==> src/rtl/ckd_pkg.sv <==
`timescale 1ns / 1ps
package ckd_pkg;

  typedef logic [7:0] u8_t;

  typedef enum logic [1:0] {
    CMD_IC_A  = 2'd0,
    CMD_IC_B  = 2'd1,
    CMD_CPU   = 2'd2,
    CMD_SPARE = 2'd3
  } cmd_t;

  localparam logic [1:0] CFG_PROJECT_LO = 2'd0;
  localparam logic [1:0] CFG_PROJECT_HI = 2'd1;

  typedef struct packed {
    logic [127:0] pj;
    u8_t          hash;
    u8_t          sum;
    logic         busy;
  } ckd_proj_t;

  localparam u8_t MIX_TAB [256] = '{
    8'h00,8'hFE,8'hFF,8'h01,8'hFD,8'h03,8'h02,8'hFC,8'hF9,8'h07,8'h06,8'hF8,8'h04,8'hFA,8'hFB,8'h05,
    8'hF1,8'h0F,8'h0E,8'hF0,8'h0C,8'hF2,8'hF3,8'h0D,8'h08,8'hF6,8'hF7,8'h09,8'hF5,8'h0B,8'h0A,8'hF4,
    8'hE1,8'h1F,8'h1E,8'hE0,8'h1C,8'hE2,8'hE3,8'h1D,8'h18,8'hE6,8'hE7,8'h19,8'hE5,8'h1B,8'h1A,8'hE4,
    8'h10,8'hEE,8'hEF,8'h11,8'hED,8'h13,8'h12,8'hEC,8'hE9,8'h17,8'h16,8'hE8,8'h14,8'hEA,8'hEB,8'h15,
    8'hC1,8'h3F,8'h3E,8'hC0,8'h3C,8'hC2,8'hC3,8'h3D,8'h38,8'hC6,8'hC7,8'h39,8'hC5,8'h3B,8'h3A,8'hC4,
    8'h30,8'hCE,8'hCF,8'h31,8'hCD,8'h33,8'h32,8'hCC,8'hC9,8'h37,8'h36,8'hC8,8'h34,8'hCA,8'hCB,8'h35,
    8'h20,8'hDE,8'hDF,8'h21,8'hDD,8'h23,8'h22,8'hDC,8'hD9,8'h27,8'h26,8'hD8,8'h24,8'hDA,8'hDB,8'h25,
    8'hD1,8'h2F,8'h2E,8'hD0,8'h2C,8'hD2,8'hD3,8'h2D,8'h28,8'hD6,8'hD7,8'h29,8'hD5,8'h2B,8'h2A,8'hD4,
    8'h81,8'h7F,8'h7E,8'h80,8'h7C,8'h82,8'h83,8'h7D,8'h78,8'h86,8'h87,8'h79,8'h85,8'h7B,8'h7A,8'h84,
    8'h70,8'h8E,8'h8F,8'h71,8'h8D,8'h73,8'h72,8'h8C,8'h89,8'h77,8'h76,8'h88,8'h74,8'h8A,8'h8B,8'h75,
    8'h60,8'h9E,8'h9F,8'h61,8'h9D,8'h63,8'h62,8'h9C,8'h99,8'h67,8'h66,8'h98,8'h64,8'h9A,8'h9B,8'h65,
    8'h91,8'h6F,8'h6E,8'h90,8'h6C,8'h92,8'h93,8'h6D,8'h68,8'h96,8'h97,8'h69,8'h95,8'h6B,8'h6A,8'h94,
    8'h40,8'hBE,8'hBF,8'h41,8'hBD,8'h43,8'h42,8'hBC,8'hB9,8'h47,8'h46,8'hB8,8'h44,8'hBA,8'hBB,8'h45,
    8'hB1,8'h4F,8'h4E,8'hB0,8'h4C,8'hB2,8'hB3,8'h4D,8'h48,8'hB6,8'hB7,8'h49,8'hB5,8'h4B,8'h4A,8'hB4,
    8'hA1,8'h5F,8'h5E,8'hA0,8'h5C,8'hA2,8'hA3,8'h5D,8'h58,8'hA6,8'hA7,8'h59,8'hA5,8'h5B,8'h5A,8'hA4,
    8'h50,8'hAE,8'hAF,8'h51,8'hAD,8'h53,8'h52,8'hAC,8'hA9,8'h57,8'h56,8'hA8,8'h54,8'hAA,8'hAB,8'h55
  };

  function automatic u8_t tstep(u8_t h, u8_t b);
    return MIX_TAB[h ^ b];
  endfunction

endpackage

==> src/rtl/ckd_in_if.sv <==
`timescale 1ns / 1ps
interface ckd_in_if;
  logic        valid;
  logic        ready;
  logic [1:0]  cmd;
  logic [31:0] card_id;
  logic [7:0]  sector;
  logic [15:0] app_id;
  logic [7:0]  target_key_id;
  modport source (output valid, cmd, card_id, sector, app_id, target_key_id, input ready);
  modport sink (input valid, cmd, card_id, sector, app_id, target_key_id, output ready);
endinterface

==> src/rtl/ckd_out_if.sv <==
`timescale 1ns / 1ps
interface ckd_out_if;
  logic        valid;
  logic        ready;
  logic [63:0] key_lo;
  logic [63:0] key_hi;
  modport source (output valid, key_lo, key_hi, input ready);
  modport sink (input valid, key_lo, key_hi, output ready);
endinterface

==> src/rtl/ckd_cfg_if.sv <==
`timescale 1ns / 1ps
interface ckd_cfg_if;
  logic        valid;
  logic        ready;
  logic [1:0]  index;
  logic [63:0] data;
  modport source (output valid, index, data, input ready);
  modport sink (input valid, index, data, output ready);
endinterface

==> src/rtl/ckd_proj_walker.sv <==
`timescale 1ns / 1ps
module ckd_proj_walker (
  input  logic              clk,
  input  logic              rst_n,
  ckd_cfg_if.sink           cfg_ch,
  output ckd_pkg::ckd_proj_t proj
);
  import ckd_pkg::*;

  logic [127:0] pj_r, pj_nxt;
  logic         busy_r, busy_nxt;
  logic [3:0]   cnt_r, cnt_nxt;
  u8_t          h_r, h_nxt, s_r, s_nxt;
  u8_t          cur;
  logic         wr;

  assign cfg_ch.ready = 1'b1;
  assign wr  = cfg_ch.valid;
  assign cur = pj_r[{cnt_r, 3'b000} +: 8];

  always_comb begin
    pj_nxt   = pj_r;
    busy_nxt = busy_r;
    cnt_nxt  = cnt_r;
    h_nxt    = h_r;
    s_nxt    = s_r;
    if (busy_r) begin
      h_nxt   = tstep(h_r, cur);
      s_nxt   = s_r + cur;
      cnt_nxt = cnt_r + 4'd1;
      if (cnt_r == 4'd15) busy_nxt = 1'b0;
    end
    // restart the walk over the new name
    if (wr) begin
      case (cfg_ch.index)
        CFG_PROJECT_LO: pj_nxt[63:0]   = cfg_ch.data;
        CFG_PROJECT_HI: pj_nxt[127:64] = cfg_ch.data;
        default:        pj_nxt         = pj_r;
      endcase
      busy_nxt = 1'b1;
      cnt_nxt  = 4'd0;
      h_nxt    = 8'h00;
      s_nxt    = 8'h00;
    end
  end

  always_ff @(posedge clk) begin
    if (!rst_n) begin
      pj_r   <= '0;
      busy_r <= 1'b1;
      cnt_r  <= 4'd0;
      h_r    <= 8'h00;
      s_r    <= 8'h00;
    end else begin
      pj_r   <= pj_nxt;
      busy_r <= busy_nxt;
      cnt_r  <= cnt_nxt;
      h_r    <= h_nxt;
      s_r    <= s_nxt;
    end
  end

  assign proj.pj   = pj_r;
  assign proj.hash = h_r;
  assign proj.sum  = s_r;
  assign proj.busy = busy_r;
endmodule

==> src/rtl/card_key_diversifier.sv <==
`timescale 1ns / 1ps
// Card key diversifier.
// in_ch  : request item (cmd, card_id, sector, app_id, target_key_id).
// out_ch : key item (key_lo, key_hi); IC modes fill bytes 0-5 only.
// cfg_ch : project name writes, index 0 low half, index 1 high half;
//          always ready.
// Throughput is one item per cycle while the receiver does not stall and no
// walk runs. A request moves through the valid registers v1_r to v6_r, and
// out_ch.valid is v6_r. The pipeline has six stages of chained table
// lookups, at most about six lookups deep per stage.
// After reset and after every configuration write, a walk over the 16 name
// bytes hashes the project name; in_ch.ready stays low during it.
// When the receiver stalls, the whole pipeline holds; in_ch.ready drops
// during the walk and while the output register holds an untaken item.
// Reset clears valid bits and the project name and starts the walk.
module card_key_diversifier (
  input  logic    clk,
  input  logic    rst_n,
  ckd_in_if.sink  in_ch,
  ckd_out_if.source out_ch,
  ckd_cfg_if.sink cfg_ch
);
  import ckd_pkg::*;

  ckd_proj_t proj;

  ckd_proj_walker u_walk (
    .clk   (clk),
    .rst_n (rst_n),
    .cfg_ch(cfg_ch),
    .proj  (proj)
  );

  function automatic u8_t hcont(u8_t h, logic [47:0] b, int n);
    u8_t x;
    x = h;
    for (int i = 0; i < 6; i++) begin
      if (i < n) x = tstep(x, b[8*i +: 8]);
    end
    return x;
  endfunction

  function automatic logic [23:0] base_head(logic tb, logic [31:0] id);
    u8_t h, s, k0, k1, k2;
    u8_t i0, i1, i2, i3;
    i0 = id[7:0]; i1 = id[15:8]; i2 = id[23:16]; i3 = id[31:24];
    h = hcont(8'h00, {16'h0000, id}, 4);
    s = i0 + i1 + i2 + i3;
    if (tb) begin
      k0 = (i0 ^ 8'h0C) + (i1 ^ 8'h0A) + (i2 ^ 8'hC0) + (i3 ^ 8'hA0)
         + (i2 ^ 8'hCA) + (i1 ^ 8'hAC);
      k1 = h ^ 8'h5a;
      k2 = s ^ 8'ha5;
    end else begin
      k0 = h ^ 8'ha5;
      k1 = s ^ 8'h5a;
      k2 = (i0 ^ 8'h03) + (i1 ^ 8'h05) + (i2 ^ 8'h30) + (i3 ^ 8'h50)
         + (i2 ^ 8'h35) + (i1 ^ 8'h53);
    end
    return {k2, k1, k0};
  endfunction

  function automatic logic [47:0] tail(logic [23:0] k);
    u8_t h3, k3, k4, k5;
    h3 = hcont(8'h00, {24'h0, k}, 3);
    k3 = ~h3;
    k4 = k[7:0] + k[15:8] + k[23:16] + k3;
    k5 = tstep(tstep(h3, k3), k4);
    return {k5, k4, k3, k};
  endfunction

  function automatic logic [47:0] ic_out(logic [47:0] k, u8_t sec, logic [127:0] pj,
                                         u8_t pjh, u8_t s);
    u8_t t, o0, o1, o2, o3, o4, o5, h2;
    t  = tstep(pjh, sec);
    o0 = k[31:24] + pj[7:0] + t + k[39:32];
    o1 = k[23:16] + (s ^ t);
    h2 = tstep(tstep(8'h00, o0), o1);
    o2 = ~h2 + s;
    o3 = k[7:0] + (pj[31:24] ^ s) + pj[111:104] + k[15:8] + (pj[87:80] ^ t)
       + pj[47:40];
    o4 = k[47:40] + (s ^ t);
    o5 = tstep(tstep(tstep(h2, o2), o3), o4);
    return {o5, o4, o3, o2, o1, o0};
  endfunction

  function automatic u8_t sum6(logic [47:0] b);
    return b[7:0] + b[15:8] + b[23:16] + b[31:24] + b[39:32] + b[47:40];
  endfunction

  typedef struct packed {
    logic [1:0]  cmd;
    logic [31:0] id;
    logic [15:0] app;
    u8_t         kid;
    u8_t         sec;
  } req_t;

  logic        en;
  logic        v1_r, v2_r, v3_r, v4_r, v5_r, v6_r;
  req_t        rq1_r, rq2_r, rq3_r, rq4_r, rq5_r;
  logic [23:0] ick1_r, cak1_r;
  logic [31:0] b2_1_r;
  logic [47:0] ick2_r, cak2_r, cak3_r, cak4_r, cak5_r;
  logic [23:0] sk2_r;
  logic [47:0] sk3_r, ico3_r, ico4_r, ico5_r, hi4_r, hi5_r;
  u8_t         hk4_r, hp5_r, k12_r, k13_r, k14_r;
  logic [63:0] lo6_r, hi6_r;

  req_t        rq0;
  u8_t         hid, ids, k15;
  logic [23:0] ick1_nxt, cak1_nxt;
  logic [31:0] b2_1_nxt;
  u8_t         k12_nxt, k13_nxt, k14_nxt, hp5_nxt;
  logic [63:0] lo6_nxt, hi6_nxt;

  assign en          = !v6_r || out_ch.ready;
  assign in_ch.ready = en && !proj.busy;

  always_comb begin
    rq0.cmd = in_ch.cmd;
    rq0.id  = in_ch.card_id;
    rq0.app = in_ch.app_id;
    rq0.kid = in_ch.target_key_id;
    rq0.sec = in_ch.sector;
    hid = hcont(8'h00, {16'h0000, rq0.id}, 4);
    ids = rq0.id[7:0] + rq0.id[15:8] + rq0.id[23:16] + rq0.id[31:24];
    ick1_nxt = base_head(rq0.cmd != CMD_IC_A, rq0.id);
    cak1_nxt = base_head(1'b1, {proj.hash, rq0.kid, rq0.app[15:8], rq0.app[7:0] + ids});
    b2_1_nxt = {rq0.id[31:24] + 8'hA5, rq0.id[23:16] + rq0.kid,
                rq0.id[15:8] + hid, rq0.id[7:0] + ids + 8'h5A};
  end

  always_comb begin
    k12_nxt = sum6(cak4_r) + sum6(hi4_r) + 8'h85 + rq4_r.kid;
    k13_nxt = rq4_r.app[7:0] + rq4_r.app[15:8] + rq4_r.kid + hcont(8'h00, hi4_r, 6);
    k14_nxt = (rq4_r.id[7:0] ^ 8'h5a) + (proj.pj[87:80] ^ 8'h65) + sum6(cak4_r);
    hp5_nxt = hcont(hk4_r, hi4_r, 6);
  end

  always_comb begin
    k15 = hcont(hp5_r, {24'h0, k14_r, k13_r, k12_r}, 3) + 8'h55;
    if (rq5_r.cmd == CMD_CPU) begin
      lo6_nxt = {hi5_r[15:0], cak5_r};
      hi6_nxt = {k15, k14_r, k13_r, k12_r, hi5_r[47:16]};
    end else begin
      lo6_nxt = {16'h0000, ico5_r};
      hi6_nxt = '0;
    end
  end

  always_ff @(posedge clk) begin
    if (!rst_n) begin
      {v1_r, v2_r, v3_r, v4_r, v5_r, v6_r} <= '0;
    end else if (en) begin
      v1_r <= in_ch.valid && in_ch.ready;
      v2_r <= v1_r;
      v3_r <= v2_r;
      v4_r <= v3_r;
      v5_r <= v4_r;
      v6_r <= v5_r;
    end
  end

  // payload advances with the valid bits; hold all on stall
  always_ff @(posedge clk) begin
    if (en) begin
      rq1_r  <= rq0;
      ick1_r <= ick1_nxt;
      cak1_r <= cak1_nxt;
      b2_1_r <= b2_1_nxt;

      rq2_r  <= rq1_r;
      ick2_r <= tail(ick1_r);
      cak2_r <= tail(cak1_r);
      sk2_r  <= base_head(1'b0, b2_1_r);

      rq3_r  <= rq2_r;
      sk3_r  <= tail(sk2_r);
      ico3_r <= ic_out(ick2_r, rq2_r.sec, proj.pj, proj.hash, proj.sum);
      cak3_r <= cak2_r;

      rq4_r  <= rq3_r;
      hi4_r  <= ic_out(sk3_r, rq3_r.kid + rq3_r.app[7:0], proj.pj, proj.hash, proj.sum);
      hk4_r  <= hcont(8'h00, cak3_r, 6);
      cak4_r <= cak3_r;
      ico4_r <= ico3_r;

      rq5_r  <= rq4_r;
      k12_r  <= k12_nxt;
      k13_r  <= k13_nxt;
      k14_r  <= k14_nxt;
      hp5_r  <= hp5_nxt;
      hi5_r  <= hi4_r;
      cak5_r <= cak4_r;
      ico5_r <= ico4_r;

      lo6_r  <= lo6_nxt;
      hi6_r  <= hi6_nxt;
    end
  end

  assign out_ch.valid  = v6_r;
  assign out_ch.key_lo = lo6_r;
  assign out_ch.key_hi = hi6_r;
endmodule

==> src/flat_wrapper.sv <==
// flat-port wrapper written by rule: the top's interface ports become plain ports
module card_key_diversifier_flat import ckd_pkg::*;
  (clk, rst_n, in_ch_valid, in_ch_cmd, in_ch_card_id, in_ch_sector, in_ch_app_id, in_ch_target_key_id, in_ch_ready, out_ch_valid, out_ch_key_lo, out_ch_key_hi, out_ch_ready, cfg_ch_valid, cfg_ch_index, cfg_ch_data, cfg_ch_ready);
  ckd_in_if in_ch_i ();
  ckd_out_if out_ch_i ();
  ckd_cfg_if cfg_ch_i ();
  input  logic clk;
  input  logic rst_n;
  input wire logic [$bits(in_ch_i.valid)-1:0] in_ch_valid;
  input wire logic [$bits(in_ch_i.cmd)-1:0] in_ch_cmd;
  input wire logic [$bits(in_ch_i.card_id)-1:0] in_ch_card_id;
  input wire logic [$bits(in_ch_i.sector)-1:0] in_ch_sector;
  input wire logic [$bits(in_ch_i.app_id)-1:0] in_ch_app_id;
  input wire logic [$bits(in_ch_i.target_key_id)-1:0] in_ch_target_key_id;
  output wire logic [$bits(in_ch_i.ready)-1:0] in_ch_ready;
  output wire logic [$bits(out_ch_i.valid)-1:0] out_ch_valid;
  output wire logic [$bits(out_ch_i.key_lo)-1:0] out_ch_key_lo;
  output wire logic [$bits(out_ch_i.key_hi)-1:0] out_ch_key_hi;
  input wire logic [$bits(out_ch_i.ready)-1:0] out_ch_ready;
  input wire logic [$bits(cfg_ch_i.valid)-1:0] cfg_ch_valid;
  input wire logic [$bits(cfg_ch_i.index)-1:0] cfg_ch_index;
  input wire logic [$bits(cfg_ch_i.data)-1:0] cfg_ch_data;
  output wire logic [$bits(cfg_ch_i.ready)-1:0] cfg_ch_ready;
  assign in_ch_i.valid = in_ch_valid;
  assign in_ch_i.cmd = in_ch_cmd;
  assign in_ch_i.card_id = in_ch_card_id;
  assign in_ch_i.sector = in_ch_sector;
  assign in_ch_i.app_id = in_ch_app_id;
  assign in_ch_i.target_key_id = in_ch_target_key_id;
  assign in_ch_ready = in_ch_i.ready;
  assign out_ch_valid = out_ch_i.valid;
  assign out_ch_key_lo = out_ch_i.key_lo;
  assign out_ch_key_hi = out_ch_i.key_hi;
  assign out_ch_i.ready = out_ch_ready;
  assign cfg_ch_i.valid = cfg_ch_valid;
  assign cfg_ch_i.index = cfg_ch_index;
  assign cfg_ch_i.data = cfg_ch_data;
  assign cfg_ch_ready = cfg_ch_i.ready;
  card_key_diversifier u_core (.clk(clk), .rst_n(rst_n), .in_ch(in_ch_i), .out_ch(out_ch_i), .cfg_ch(cfg_ch_i));
endmodule
==> config.mk <==
export PLATFORM = sky130hd
export DESIGN_NAME = card_key_diversifier_flat
export DESIGN_NICKNAME = d
export VERILOG_FILES = /design/src/rtl/ckd_pkg.sv /design/src/rtl/ckd_in_if.sv /design/src/rtl/ckd_out_if.sv /design/src/rtl/ckd_cfg_if.sv /design/src/rtl/ckd_proj_walker.sv /design/src/rtl/card_key_diversifier.sv /design/src/flat_wrapper.sv
export SDC_FILE = /design/constraint.sdc
export NUM_CORES = 2
export LEC_CHECK = 0
export BUFFER_PORTS_ARGS = -buffer_cell sky130_fd_sc_hd__buf_4
export CORE_UTILIZATION = 40
export CTS_BUF_LIST = sky130_fd_sc_hd__clkbuf_16
export CTS_CLUSTER_DIAMETER = 200
export DETAILED_ROUTE_END_ITERATION = 8
export SYNTH_ARGS = -nofsm -noshare
export SYNTH_HDL_FRONTEND = slang
export SYNTH_SLANG_ARGS = --single-unit
export TNS_END_PERCENT = 30
==> constraint.sdc <==
create_clock -name clk -period 21.2 [get_ports clk]
set_input_delay 1.06 -clock clk [delete_from_list [all_inputs] [get_ports clk]]
set_output_delay 1.06 -clock clk [all_outputs]
set_load 0.03 [all_outputs]
==> metrics.cfg <==
[critical_path]
worstSetupEndpointType=register
critPathLaunchType=register
slowest_stage=xnor3_1
rr_endpoint=u_core.hi4_r[40]
path_class=register to register
r2r_cells=31
arrival_ns=10.27
crit_path_max_fanout=7
r2r_start=u_core.rq3_r[8]
crit_top_cell=xnor2_1
cp.required_ns=21.65
r2r_slack_ns=11.38
slowest_delay_ns=0.62

[cells_and_area]
drive_above_1_share_pct=11.1
syn2layout_area_growth_pct=13.4
finalNetCount=5772
nFillCells=14175
n_antenna_cell=0
stdcell_area_mm2=0.0718
fin_cells=7183

[global_route]
grt_pass1_wl_mm=236
grt_antenna_before_repair=12
grt_max_degree=136
grt-ovfl-total=0
globalRouteTotalUtil_pct=20.5
grt_pass1_vias=35308

[synth]
synth_top_area_share_pct=45.2
syn_nets=5442
ys_types=57
synth_seq_cells=1109
synth.area.top_cells=edfxtp_1, xnor2_1, fa_1
synth_area_mm2=0.0633
async_reset_ff_share_pct=0
synth_common_cells=edfxtp_1, xnor2_1, inv_1
yosysMostFrequentCell=edfxtp_1
ys.flop_type=edfxtp_1
postSynthAreaPerCell_um2=13.5
synth_edf_count=954
yosysSeqAreaShare_pct=50.1
syn-instance-count=4694
yosys_warnings=0
yosysTopAreaCell=edfxtp_1

[detailed_routing]
viasPerCell=4.80
vias=34445
drt_pass1_iterations=5
wl_per_cell_um=22.7
drc_errors=0
drt_iter0_markers=2313
antenna_left=0
wl_mm=163

[place]
portBuffers=266
placedInstanceArea_mm2=0.0679
place_inst=6961
dp_hpwl_mm=129
gp_congestion=0.887

[flow_run]
max_cap_viol_count=0

[sta]
finalSetupViolCount=0
fin_crit_ns=9.82
rsz0062_at_grt=no
worst_pin_slew_ns=1.14
fin_setup_tns_ns=0
hold_viol=0
finClkSkew_ns=0.0822
fmax_ghz=0.102
finalCritPeriodShare_pct=46.3
drv_slew=0
slew_headroom_pct=24.1

[clocking]
insertion_delay_ns=0.79
cts_tree=done
h-tree-depth=3
cts_sinks=1109
cts_setup_buffers=0
cts-root-buf=clkbuf_16
ctsHoldBuffers=0
cts_resized=0
clk_pin_slew_ns=0.06
clock_path_buffers=3
numCtsBuffers=119

[floorplanning]
coreArea_mm2=0.157
die_x_um=400
initial_utilization_pct=40.4
fp.dieH_um=400
num_rows=145
io_pins=268
dieArea_mm2=0.160

[min_path]
holdPathStages=0
min_to=u_core.ico5_r[6]
min_path_type=register to register
hold_start=u_core.ico4_r[6]

[run_status]
status=finished, final reports clean

-- sequential cells by signal, indices dropped and copies added (netlist names), 32 cells and up --
name	flops
u_core.rq4_r	34
u_core.cak5_r	48
u_core.sk3_r	48
u_core.cak4_r	48
u_core.u_walk.pj_r	128
u_core.ico3_r	48
u_core.out_ch.key_hi	64
u_core.ick2_r	48
u_core.hi4_r	48
u_core.rq1_r	42
u_core.cak3_r	48
u_core.ico5_r	48
u_core.rq3_r	34
u_core.cak2_r	48
u_core.hi5_r	48
u_core.ico4_r	48
u_core.rq2_r	42
u_core.out_ch.key_lo	64
u_core.b2_1_r	32
-- stage by stage --
| step | setup slack [ns] | hold WS, ns | util, % |
|---|---|---|---|
| global placement | 11.66 | 0.402 | 43.3 |
| detailed placement | 11.45 | 0.405 | 43.3 |
| CTS | 11.36 | 0.350 | 45.8 |
| finish | 11.38 | 0.355 | 45.8 |
| floorplan | 4.76 | 0.400 | - |
| global route | 10.86 | 0.354 | 45.8 |
-- cells in the final DEF (no fill, tap or decap), types with 10 or more instances in the layout --
cell type and count:
inv_1 513, xnor3_1 82, nand2_1 433, clkbuf_16 120, a211oi_1 10, buf_4 304
o21bai_1 51, dfxtp_1 153, o21ai_0 26, a21oi_1 136, fa_1 331, xnor2_1 890
and2_1 75, a21o_1 56, xor2_1 275, edfxtp_1 954, clkinv_1 19, xor3_1 10
clkinv_2 26, or2_2 11, bufinv_16 12, a21boi_0 132, mux4_2 40, ha_1 280
nor2_1 69
-- metal layers --
layer	routed length [µm]	part of all wire, %	global-route usage [%]	vias up
li1	-	-	-	16308
met1	72100	44	27.7	17180
met2	78700	48	34.5	760
met3	7980	4.9	2.95	185
met4	3780	2.3	5.34	12
met5	69	0.042	0	-
-- layout make-up --
cell class	count	area [µm²]	area share (%)
Clock inverter	102	955	1.33
Sequential cell	1109	31800	44.2
Clock buffer	120	3000	4.18
Multi-Input combinational cell	2997	29400	40.9
Inverter	493	1850	2.58
Timing Repair Buffer	304	2280	3.18
Tap cell	2058	2570	3.59
-- logic make-up (layout without fill, tap and decap cells) --
group,after synthesis,after routing,share of synthesized area (%)
muxes,49,49,1.57
adders and majority gates,611,611,16.0
DFF,1109,1109,50.1
and+or+nand+nor,630,630,4.26
xor gates and xnor gates,1277,1277,20.1
AOI/OAI and AO/OA,429,429,4.46
other,1,1,0.00592
buffers and inverters,588,1019,3.51
-- how the worst max path moves through the flow --
stage / depth (start not counted) / from / to
finish: 31 / u_core.rq3_r[8] / u_core.hi4_r[40]
global route: 31 / u_core.rq3_r[8] / u_core.hi4_r[40]
CTS: 30 / u_core.rq3_r[8] / u_core.hi4_r[47]
detailed placement: 30 / u_core.rq3_r[8] / u_core.hi4_r[45]
global placement: 31 / u_core.rq3_r[8] / u_core.hi4_r[40]
floorplan: 6 / out_ch_ready / u_core.v1_r
-- critical path, delay by kind of cell, from the launching register on --
family,cells,cell delay (ns)
AO/OA/AOI/OAI,9,1.64
XOR/XNOR,13,4.73
adder cells (fa/ha/maj),6,1.87
buffers and inverters,1,0.19
flip-flops,1,0.40
AND/OR/NAND/NOR,2,0.63
Power is left out: the tool's default activity adds up to more than one toggle a clock period on the data nets, which glitch-free logic cannot reach.
